==> src/hdl/i2c3w_pkg.sv <==
// shared constants and types for the three-byte i2c write master
`timescale 1ns / 1ps
`default_nettype none

package i2c3w_pkg;

  // reset value of the address byte: 7-bit target 0x3c with write bit
  localparam logic [7:0] ADDR_RESET = 8'h78;

  // control bytes sent as the second byte
  localparam logic [7:0] CTRL_CMD  = 8'h00;
  localparam logic [7:0] CTRL_DATA = 8'h40;

  // tick positions inside a transaction, 0 means idle
  localparam int unsigned POS_W = 6;
  localparam logic [POS_W-1:0] POS_IDLE       = 6'd0;
  localparam logic [POS_W-1:0] POS_FIRST      = 6'd1;
  localparam logic [POS_W-1:0] POS_START_COND = 6'd2;
  localparam logic [POS_W-1:0] POS_BYTES      = 6'd3;
  localparam logic [POS_W-1:0] POS_STOP_LOW   = 6'd57;
  localparam logic [POS_W-1:0] POS_STOP_HIGH  = 6'd58;
  localparam logic [POS_W-1:0] POS_LAST       = 6'd59;

  // tick slot inside one byte: 16 bit ticks, then ack low and ack high
  localparam int unsigned SLOT_W = 5;
  localparam logic [SLOT_W-1:0] SLOT_FIRST    = 5'd0;
  localparam logic [SLOT_W-1:0] SLOT_ACK_LOW  = 5'd16;
  localparam logic [SLOT_W-1:0] SLOT_ACK_HIGH = 5'd17;

  // which byte is on the wire
  localparam logic [1:0] BYTE_ADDR = 2'd0;
  localparam logic [1:0] BYTE_CTRL = 2'd1;

  // line state and status for one tick
  typedef struct packed {
    logic scl;
    logic sda;
    logic busy_res;
    logic done_res;
    logic nack;
  } i2c3w_res_t;

  // sequencer status seen by the top level
  typedef struct packed {
    logic idle;
    logic last;
  } i2c3w_stat_t;

endpackage

`default_nettype wire

==> src/hdl/i2c3w_if.sv <==
// valid/ready channel interfaces for tick items, results and configuration
`timescale 1ns / 1ps
`default_nettype none

interface i2c3w_req_if;
  logic       valid;
  logic       ready;
  logic       begin_req;
  logic       is_data;
  logic [7:0] payload;
  logic       sda_in;

  modport source (output valid, output begin_req, output is_data, output payload,
                  output sda_in, input ready);
  modport sink   (input valid, input begin_req, input is_data, input payload,
                  input sda_in, output ready);
endinterface

interface i2c3w_res_if;
  logic valid;
  logic ready;
  logic scl;
  logic sda;
  logic busy_res;
  logic done_res;
  logic nack;

  modport source (output valid, output scl, output sda, output busy_res,
                  output done_res, output nack, input ready);
  modport sink   (input valid, input scl, input sda, input busy_res,
                  input done_res, input nack, output ready);
endinterface

interface i2c3w_cfg_if;
  logic       valid;
  logic       ready;
  logic [7:0] data;

  modport source (output valid, output data, input ready);
  modport sink   (input valid, input data, output ready);
endinterface

`default_nettype wire

==> src/hdl/i2c3w_seq.sv <==
// transaction sequencer: tick position, byte shifter and line levels
`timescale 1ns / 1ps
`default_nettype none

module i2c3w_seq
  import i2c3w_pkg::*;
(
  input  wire logic        clk,
  input  wire logic        rst,
  input  wire logic        step,
  input  wire logic        begin_req,
  input  wire logic        is_data,
  input  wire logic [7:0]  payload,
  input  wire logic        sda_in,
  input  wire logic [7:0]  address_byte,
  output i2c3w_res_t       res,
  output i2c3w_stat_t      stat
);

  logic [POS_W-1:0]  pos;
  logic [SLOT_W-1:0] slot;
  logic [1:0]        byte_index;
  logic [7:0]        shift_reg;
  logic              kind_latch;
  logic [7:0]        payload_latch;
  logic              nack_seen;

  logic [POS_W-1:0]  pos_eff;
  logic              starting;
  logic              in_bytes;
  logic [7:0]        byte_sel;
  logic [7:0]        cur_byte;

  // a request on an idle tick makes that tick the first of the transaction
  assign starting = (pos == POS_IDLE) && begin_req;
  assign pos_eff  = starting ? POS_FIRST : pos;
  assign in_bytes = (pos_eff >= POS_BYTES) && (pos_eff < POS_STOP_LOW);

  // byte to load at the start of each byte slot
  always_comb begin
    unique case (byte_index)
      BYTE_ADDR: byte_sel = address_byte;
      BYTE_CTRL: byte_sel = kind_latch ? CTRL_DATA : CTRL_CMD;
      default:   byte_sel = payload_latch;
    endcase
  end

  assign cur_byte = (slot == SLOT_FIRST) ? byte_sel : shift_reg;

  // line levels for this tick
  always_comb begin
    res = '{scl: 1'b1, sda: 1'b1, busy_res: 1'b0, done_res: 1'b0, nack: 1'b0};
    if (pos_eff != POS_IDLE) begin
      res.busy_res = 1'b1;
      priority if (pos_eff == POS_FIRST) begin
        res.sda = 1'b1;
      end else if (pos_eff == POS_START_COND) begin
        res.sda = 1'b0;
      end else if (in_bytes) begin
        if (slot < SLOT_ACK_LOW) begin
          res.scl = slot[0];
          res.sda = cur_byte[7];
        end else if (slot == SLOT_ACK_LOW) begin
          res.scl = 1'b0;
        end
      end else if (pos_eff == POS_STOP_LOW) begin
        res.scl = 1'b0;
        res.sda = 1'b0;
      end else if (pos_eff == POS_STOP_HIGH) begin
        res.sda = 1'b0;
      end else begin
        res.done_res = 1'b1;
        res.nack     = nack_seen;
      end
    end
  end

  assign stat.idle = (pos == POS_IDLE);
  assign stat.last = (pos == POS_LAST);

  // state advances once per accepted tick
  always_ff @(posedge clk) begin
    if (rst) begin
      pos           <= POS_IDLE;
      slot          <= SLOT_FIRST;
      byte_index    <= BYTE_ADDR;
      shift_reg     <= '0;
      kind_latch    <= 1'b0;
      payload_latch <= '0;
      nack_seen     <= 1'b0;
    end else if (step) begin
      if (starting) begin
        kind_latch    <= is_data;
        payload_latch <= payload;
        nack_seen     <= 1'b0;
      end
      if (pos_eff != POS_IDLE) begin
        pos <= (pos_eff == POS_LAST) ? POS_IDLE : pos_eff + POS_W'(1);
      end
      if (pos_eff == POS_START_COND) begin
        slot       <= SLOT_FIRST;
        byte_index <= BYTE_ADDR;
      end
      if (in_bytes) begin
        if (slot == SLOT_ACK_HIGH) begin
          slot       <= SLOT_FIRST;
          byte_index <= byte_index + 2'd1;
          if (sda_in) begin
            nack_seen <= 1'b1;
          end
        end else begin
          slot <= slot + SLOT_W'(1);
        end
        // shift after each clock-high bit tick
        if (slot < SLOT_ACK_LOW) begin
          shift_reg <= slot[0] ? {cur_byte[6:0], 1'b0} : cur_byte;
        end
      end
    end
  end

endmodule

`default_nettype wire

==> src/hdl/i2c3w_obuf.sv <==
// output register holding one result item until it is taken
`timescale 1ns / 1ps
`default_nettype none

module i2c3w_obuf
  import i2c3w_pkg::*;
(
  input  wire logic       clk,
  input  wire logic       rst,
  input  wire logic       load,
  input  wire i2c3w_res_t res_in,
  output logic            space,
  i2c3w_res_if.source     res
);

  logic       valid;
  i2c3w_res_t data;

  // room for a new item when empty or when the held one leaves now
  assign space = !valid || res.ready;

  // valid flag
  always_ff @(posedge clk) begin
    if (rst) begin
      valid <= 1'b0;
    end else if (load) begin
      valid <= 1'b1;
    end else if (res.ready) begin
      valid <= 1'b0;
    end
  end

  // payload
  always_ff @(posedge clk) begin
    if (load) begin
      data <= res_in;
    end
  end

  assign res.valid    = valid;
  assign res.scl      = data.scl;
  assign res.sda      = data.sda;
  assign res.busy_res = data.busy_res;
  assign res.done_res = data.done_res;
  assign res.nack     = data.nack;

endmodule

`default_nettype wire

==> src/hdl/i2c_three_byte_write_master.sv <==
// top level of the three-byte i2c write master
//
//  channel  dir  payload                               accepted when
//  req      in   begin_req, is_data, payload, sda_in   req.valid & req.ready
//  res      out  scl, sda, busy_res, done_res, nack    res.valid & res.ready
//  cfg      in   data (address byte)                   cfg.valid & cfg.ready
//
// one tick item in, one line-state item out; one item per cycle sustained while results are taken
// each result is registered: sequencer logic feeds a single output register
// req.ready drops only while a held result is not taken; cfg is always ready
// a transaction is 59 ticks; synchronous reset returns to idle, address 0x78
`timescale 1ns / 1ps
`default_nettype none

module i2c_three_byte_write_master
  import i2c3w_pkg::*;
(
  input  wire logic   clk,
  input  wire logic   rst,
  i2c3w_req_if.sink   req,
  i2c3w_res_if.source res,
  i2c3w_cfg_if.sink   cfg
);

  logic        address_byte;
  logic [7:0]  addr_reg;
  logic        space;
  logic        step;
  i2c3w_res_t  seq_res;
  i2c3w_stat_t stat;

  // address register, written whenever a write is offered
  assign cfg.ready = 1'b1;
  always_ff @(posedge clk) begin
    if (rst) begin
      addr_reg <= ADDR_RESET;
    end else if (cfg.valid) begin
      addr_reg <= cfg.data;
    end
  end
  assign address_byte = addr_reg[7];

  assign req.ready = space;
  assign step      = req.valid && space;

  i2c3w_seq u_seq (
    .clk          (clk),
    .rst          (rst),
    .step         (step),
    .begin_req    (req.begin_req),
    .is_data      (req.is_data),
    .payload      (req.payload),
    .sda_in       (req.sda_in),
    .address_byte (addr_reg),
    .res          (seq_res),
    .stat         (stat)
  );

  i2c3w_obuf u_obuf (
    .clk    (clk),
    .rst    (rst),
    .load   (step),
    .res_in (seq_res),
    .space  (space),
    .res    (res)
  );

  // an accepted item always yields a held result next cycle
  a_item_yields_result: assert property (@(posedge clk) disable iff (rst)
    step |=> res.valid)
    else $error("accepted item did not produce a result");

  // an idle tick without a request stays idle
  a_idle_stays_idle: assert property (@(posedge clk) disable iff (rst)
    (step && stat.idle && !req.begin_req) |=> (!res.busy_res && stat.idle))
    else $error("idle tick started a transaction");

  // the last tick ends the transaction with done
  a_last_tick_done: assert property (@(posedge clk) disable iff (rst)
    (step && stat.last) |=> (res.done_res && stat.idle))
    else $error("last tick did not end the transaction");

  // nack is only ever reported together with done
  a_nack_with_done: assert property (@(posedge clk) disable iff (rst)
    (step && !stat.last) |=> !res.nack)
    else $error("nack outside the done tick");

  // high address bit mirrors the register that feeds the first byte
  a_addr_tracks_cfg: assert property (@(posedge clk) disable iff (rst)
    cfg.valid |=> (address_byte == $past(cfg.data[7])))
    else $error("address register missed a write");

endmodule

`default_nettype wire

==> src/flat_wrapper.sv <==
// flat-port wrapper written by rule: the top's interface ports become plain ports
module i2c_three_byte_write_master_flat import i2c3w_pkg::*;
  (clk, rst, req_valid, req_begin_req, req_is_data, req_payload, req_sda_in, req_ready, res_valid, res_scl, res_sda, res_busy_res, res_done_res, res_nack, res_ready, cfg_valid, cfg_data, cfg_ready);
  i2c3w_req_if req_i ();
  i2c3w_res_if res_i ();
  i2c3w_cfg_if cfg_i ();
  input  wire logic clk;
  input  wire logic rst;
  input wire logic [$bits(req_i.valid)-1:0] req_valid;
  input wire logic [$bits(req_i.begin_req)-1:0] req_begin_req;
  input wire logic [$bits(req_i.is_data)-1:0] req_is_data;
  input wire logic [$bits(req_i.payload)-1:0] req_payload;
  input wire logic [$bits(req_i.sda_in)-1:0] req_sda_in;
  output wire logic [$bits(req_i.ready)-1:0] req_ready;
  output wire logic [$bits(res_i.valid)-1:0] res_valid;
  output wire logic [$bits(res_i.scl)-1:0] res_scl;
  output wire logic [$bits(res_i.sda)-1:0] res_sda;
  output wire logic [$bits(res_i.busy_res)-1:0] res_busy_res;
  output wire logic [$bits(res_i.done_res)-1:0] res_done_res;
  output wire logic [$bits(res_i.nack)-1:0] res_nack;
  input wire logic [$bits(res_i.ready)-1:0] res_ready;
  input wire logic [$bits(cfg_i.valid)-1:0] cfg_valid;
  input wire logic [$bits(cfg_i.data)-1:0] cfg_data;
  output wire logic [$bits(cfg_i.ready)-1:0] cfg_ready;
  assign req_i.valid = req_valid;
  assign req_i.begin_req = req_begin_req;
  assign req_i.is_data = req_is_data;
  assign req_i.payload = req_payload;
  assign req_i.sda_in = req_sda_in;
  assign req_ready = req_i.ready;
  assign res_valid = res_i.valid;
  assign res_scl = res_i.scl;
  assign res_sda = res_i.sda;
  assign res_busy_res = res_i.busy_res;
  assign res_done_res = res_i.done_res;
  assign res_nack = res_i.nack;
  assign res_i.ready = res_ready;
  assign cfg_i.valid = cfg_valid;
  assign cfg_i.data = cfg_data;
  assign cfg_ready = cfg_i.ready;
  i2c_three_byte_write_master u_core (.clk(clk), .rst(rst), .req(req_i), .res(res_i), .cfg(cfg_i));
endmodule
==> config.mk <==
export PLATFORM = sky130hd
export DESIGN_NAME = i2c_three_byte_write_master_flat
export DESIGN_NICKNAME = d
export VERILOG_FILES = /design/src/hdl/i2c3w_pkg.sv /design/src/hdl/i2c3w_if.sv /design/src/hdl/i2c3w_seq.sv /design/src/hdl/i2c3w_obuf.sv /design/src/hdl/i2c_three_byte_write_master.sv /design/src/flat_wrapper.sv
export SDC_FILE = /design/constraint.sdc
export NUM_CORES = 1
export LEC_CHECK = 0
export ABC_CLOCK_PERIOD_IN_PS = 2680
export BUFFER_PORTS_ARGS = -buffer_cell sky130_fd_sc_hd__buf_2
export CAP_MARGIN = 20
export CORE_ASPECT_RATIO = 1.75
export CORE_MARGIN = 2
export CORE_UTILIZATION = 57
export CTS_CLUSTER_DIAMETER = 40
export CTS_CLUSTER_SIZE = 40
export DETAILED_ROUTE_END_ITERATION = 8
export PLACE_DENSITY = 0.78
export SYNTH_ARGS = -nofsm -noshare
export SYNTH_HDL_FRONTEND = slang
export SYNTH_SLANG_ARGS = --single-unit
==> constraint.sdc <==
create_clock -name clk -period 2.68 [get_ports clk]
set_input_delay 0.67 -clock clk [delete_from_list [all_inputs] [get_ports clk]]
set_output_delay 0.67 -clock clk [all_outputs]
set_load 0.03 [all_outputs]
* Yosys cells after proc, flatten, opt, wreduce, memory -nomap -nowiden
Index checks and enable logic that the tools add are counted.
** Operators by class
- Bitwise logic cells :: 1
- Eq/ne operators :: 8
- $add $sub $neg :: 3
- $lt $le $gt $ge :: 3
- Multiplexer cells :: 32
- Reduce and logical (&&, ||, !) cells :: 19
** Operator list (number)
- equality test 6 bit, second input constant :: 3
- 2-to-1 mux 2 bit :: 9
- 2-to-1 mux 8 bit :: 2
- case mux 8 bit (2 select lines) :: 1
- 2-to-1 mux 5 bit :: 3
- 2-to-1 mux 1 bit :: 13
- 2-to-1 mux 6 bit :: 2
- equality test 5 bit, second input constant :: 2
- 2-to-1 mux 7 bit :: 1
- adder 6 x 1 -> 6 bit, second input constant :: 1
- equality test 6 x 1 -> 1 bit, second input constant :: 1
- equality test 6 x 2 -> 1 bit, second input constant :: 1
- >= comparator 6 x 2 -> 1 bit, second input constant :: 1
- logical NOT 6 bit :: 1
- < comparator 6 bit, second input constant :: 1
- AND reduction 2 bit :: 3
- nonzero test 6 bit :: 1
- OR reduction 6 bit :: 1
- adder 5 x 1 -> 5 bit, second input constant :: 1
- logical NOT 5 bit :: 1
- < comparator 5 bit, second input constant :: 1
- OR reduction 5 bit :: 1
- nonzero test 2 bit :: 2
- logical AND 1 bit :: 3
- 10 further kinds :: 10
** Word-level totals
- Word-level logic and storage cells :: 80
- Bits in registers :: 45
- Output and inout port bits :: 8

* Longest topological paths before layout
- Depth in word-level cells :: 10
- Depth in mapped cells :: 9
- Gate-level depth less buffers :: 7

* Hierarchy
A second synthesis with hierarchy kept.
** Second synthesis, totals
- Cells, all modules :: 270
- Area, all modules :: 2496.1 um2
** Modules (own cells, without submodules)
- i2c3w_seq :: cells each 232, times used 1, area each 1985.7 um2
- i2c_three_byte_write_master :: cells each 29, times used 1, area each 314.1 um2
- i2c3w_obuf :: cells each 9, times used 1, area each 196.4 um2

* Least setup slack after synthesis
Ideal clock, no wire load.
- Kind :: in2reg
- Start :: in req_begin_req
- End :: reg u_core.u_obuf.data, in the netlist u_core.u_obuf.res.scl (data pin)
- Setup slack :: 353 ps
- Stages :: 7
- Buffers on the path :: 0
- Setup time :: 266 ps
- Data required time :: 2414 ps
- Data arrival time :: 2062 ps
- Cells stage by stage :: nor2b_1 a21oi_1 ha_1 nand2b_1 a22oi_1 mux2i_1 nand2_1
** Between the ends
- Cells in the longest elaborated chain, start to end :: 5
- Elaborated cells on any way between the ends :: 13
** Ends and longest elaborated chain
- start: declaration :: RTL line flat_wrapper.sv:10 : input wire logic [$bits(req_i.begin_req)-1:0] req_begin_req;
- logical AND 1 bit * :: RTL line i2c3w_seq.sv:35 : assign starting = (pos == POS_IDLE) && begin_req;
- 2-to-1 mux 6 bit * :: RTL line i2c3w_seq.sv:36 : assign pos_eff = starting ? POS_FIRST : pos;
- >= comparator 6 x 2 -> 1 bit (tied with other cells) :: RTL line i2c3w_seq.sv:37 : assign in_bytes = (pos_eff >= POS_BYTES) && (pos_eff < POS_STOP_LOW);
- logical AND 1 bit (tied with other cells) :: RTL line i2c3w_seq.sv:37
- 2-to-1 mux 2 bit / OR reduction 3 bit (equally long branches)
- end signal: assignment :: RTL line i2c3w_obuf.sv:36 : data <= res_in;
- end: declaration :: RTL line i2c3w_obuf.sv:17 : i2c3w_res_t data;
Mark *: on every way between the ends. The rest lies on a longest branch, timed or not.
A chain may end at the register's enable or synchronous reset.

* Worst setup path in the final report
- Start :: in res_ready
- End :: out req_ready
** Between the ends
- Cells in the longest elaborated chain, start to end :: 1
** Ends and longest elaborated chain
- start: declaration :: RTL line flat_wrapper.sv:21 : input wire logic [$bits(res_i.ready)-1:0] res_ready;
- logical OR 1 bit :: RTL line i2c3w_obuf.sv:20 : assign space = !valid || res.ready;
- end: declaration :: RTL line flat_wrapper.sv:14 : output wire logic [$bits(req_i.ready)-1:0] req_ready;
No other way between the ends.

==> metrics.txt <==
Die H=90.2 um; CP Capture Type=output port; RSZ-0062 raised after global routing=false; area taken by multi-input logic gates=1330 um2; clk sinks=45; DRT Pass-1 Iters=4; Placeable Area=4110 um2; Die Area=4810 um2; VDD IR max=0.000453 V; global route overflow=0; Yosys reg bits=45; post-synthesis mux area share=3.31%; worst hold margin=0.478 ns; average wire per standard cell=16.8 um; status=finished, final reports clean; post-synth cell types=56; largest net degree at the start of global routing=23; leading cell type in the layout, fill and taps excluded=dfxtp_1; synthesized net count=306; reg-to-reg startpoint=u_core.u_seq.pos[2]; Root Driver=clkbuf_8; Post-Synth Adder-Cell Area=3.62%; Area growth syn-to-layout=13.2%; detailed-placement wirelength estimate=4280 um; Most used DFF post-synth=dfxtp_1; Highest Clock Rate=430 MHz; Final Setup Violations=0; worst hold path type=register to register; Power Total=1.49 mW; Synth Area in Compound Gates=28.5%; pre-CTS WS=0.162 ns; initial antenna violation count=0; mapped cell area=2420 um2; antenna cells=0; crit share post-route=86.8%; reg2reg end=u_core.u_seq.byte_index[1]; most frequent cells in the layout=40 x dfxtp_1, 30 x buf_2, 26 x a21oi_1; Max Cap Viol=0; Detailed Route WL=5960 um; FP Rows=31; Power per Cell Area=542 nW/um2; first-pass GRT wire length=9960 um; H-tree depth=2; IO Pins=32; Vias=2223; DRC viols=0; GR Util met3=3.65%; initial core utilization=58.9%; fillers=378; Routability Congestion=0.886; sequential-to-total area share from yosys stat=39.3%; total global-route track usage=27.2%; Critical Path RT=2.01 ns; Clk pin slew, worst setup/hold paths=0.09 ns; vias in the first global route=2196; setup bufs post-CTS=0; worst slew pin tran=0.749 ns; Fin. Hold Viols=0; minimum clock period=2.33 ns; met1 usage in global routing=31.2%; IO Port Bufs=30; Resized cells post-CTS=0; clock buffer depth=2; async set or reset register ratio after synthesis=0%; synthesized area per cell=8.81 um2; Vias/cell=6.26; worst-case clock skew=0.00899 ns; initial DRC count=74; post-route setup slack=0.353 ns; Arrival @ worst endpoint=1.66 ns; R2R cell count=7; number of synthesized flops with an enable pin=5; CP Max Fanout=7; LEAKAGE=1.03 nW; setup total negative slack=0 ns; Crit. Startpoint=res_ready; share of cells above drive strength 1=18.3%; busiest metal layer after global routing=met2; hold buffer count at CTS=0; met2 GRT Util=47.6%; cts bufs inserted=5; Setup CP Type=input port to output port; Post-Synthesis Cells=275; DIE WIDTH=53.3 um; CP endpoint=req_ready; clk_lat worst skew=0.31 ns; post-synthesis xor/xnor area fraction=0%; FF-to-FF setup slack=0.44 ns; Slew HR=49.4%; FF+latch area=951 um2; nature of the critical path startpoint=input port; CTS tree=yes; combinational family with the most area after synthesis=compound AO/OA/AOI/OAI gates; YS warnings=0; nets=336; antenna-violating nets left=0; Synth Area in Simple Gates=19.3%; Final Slew Violations=0
==> routing by layer <==
layer  part of all wire, %  up-vias
li1                      -     1091
met1                    40     1044
met2                    53       75
met3                   4.0       13
met4                   3.1        0
met5                     0        -
==> report_power, final <==
group          leakage (nW)  total (mW)  switching (mW)  internal [mW]
Sequential            0.371       0.730          0.0186          0.711
Combinational         0.604       0.217           0.136         0.0809
Clock                0.0585       0.540           0.236          0.304
==> critical path: stages <==
cell and delay (ns):
buf_2 0.09, nor2b_1 0.40, inv_1 0.25, buf_2 0.24
==> worst min-delay path by stage <==
stage                               startpoint                         end  slack (ns)  depth (start not counted)
floorplan           u_core.u_seq.byte_index[1]  u_core.u_seq.byte_index[1]        0.43                          2
global placement    u_core.u_seq.byte_index[1]  u_core.u_seq.byte_index[1]        0.45                          2
detailed placement  u_core.u_seq.byte_index[1]  u_core.u_seq.byte_index[1]        0.47                          2
CTS                 u_core.u_seq.byte_index[1]  u_core.u_seq.byte_index[1]        0.48                          2
global route        u_core.u_seq.byte_index[1]  u_core.u_seq.byte_index[1]        0.51                          2
finish              u_core.u_seq.byte_index[1]  u_core.u_seq.byte_index[1]        0.48                          2
==> synth_stat cells, types with 5 or more instances <==
cell       n  area [um2]
nor2b_1    7        43.8
dfxtp_1   40         801
mux2i_1    8        80.1
o21ai_0   14        70.1
edfxtp_1   5         150
a211o_1    6        52.6
a21oi_1   26         130
nand3_1   13        65.1
o311ai_0   7        61.3
inv_1     18        67.6
nor2_1    16        60.1
clkbuf_1   9        33.8
ha_1       7        87.6
o211ai_1  14         105
a311oi_1   8        70.1
nand2_1   17        63.8
==> per-stage QoR <==
step,area [um2],util (%),std cells
detailed placement,2630,63.9,347
finish,2740,66.7,355
CTS,2740,66.7,355
global route,2740,66.7,355
floorplan,2420,-,275
global placement,2630,63.9,347
==> area by class of cell <==
cell class,instances,area share [%]
clock buffer,7,3.15
clock inverter,1,1.09
inverter,18,2.46
multi-input combinational,196,48.4
sequential,45,34.7
tap,49,2.24
timing repair buffer,39,7.94
==> cells by family after synthesis <==
logic type / Yosys count
buf+inv: 34
flops: 45
simple gates: 82
other cells: 1
mux: 8
fa+ha+maj: 7
compound gates: 98
(Power assumes the default switching activity.)
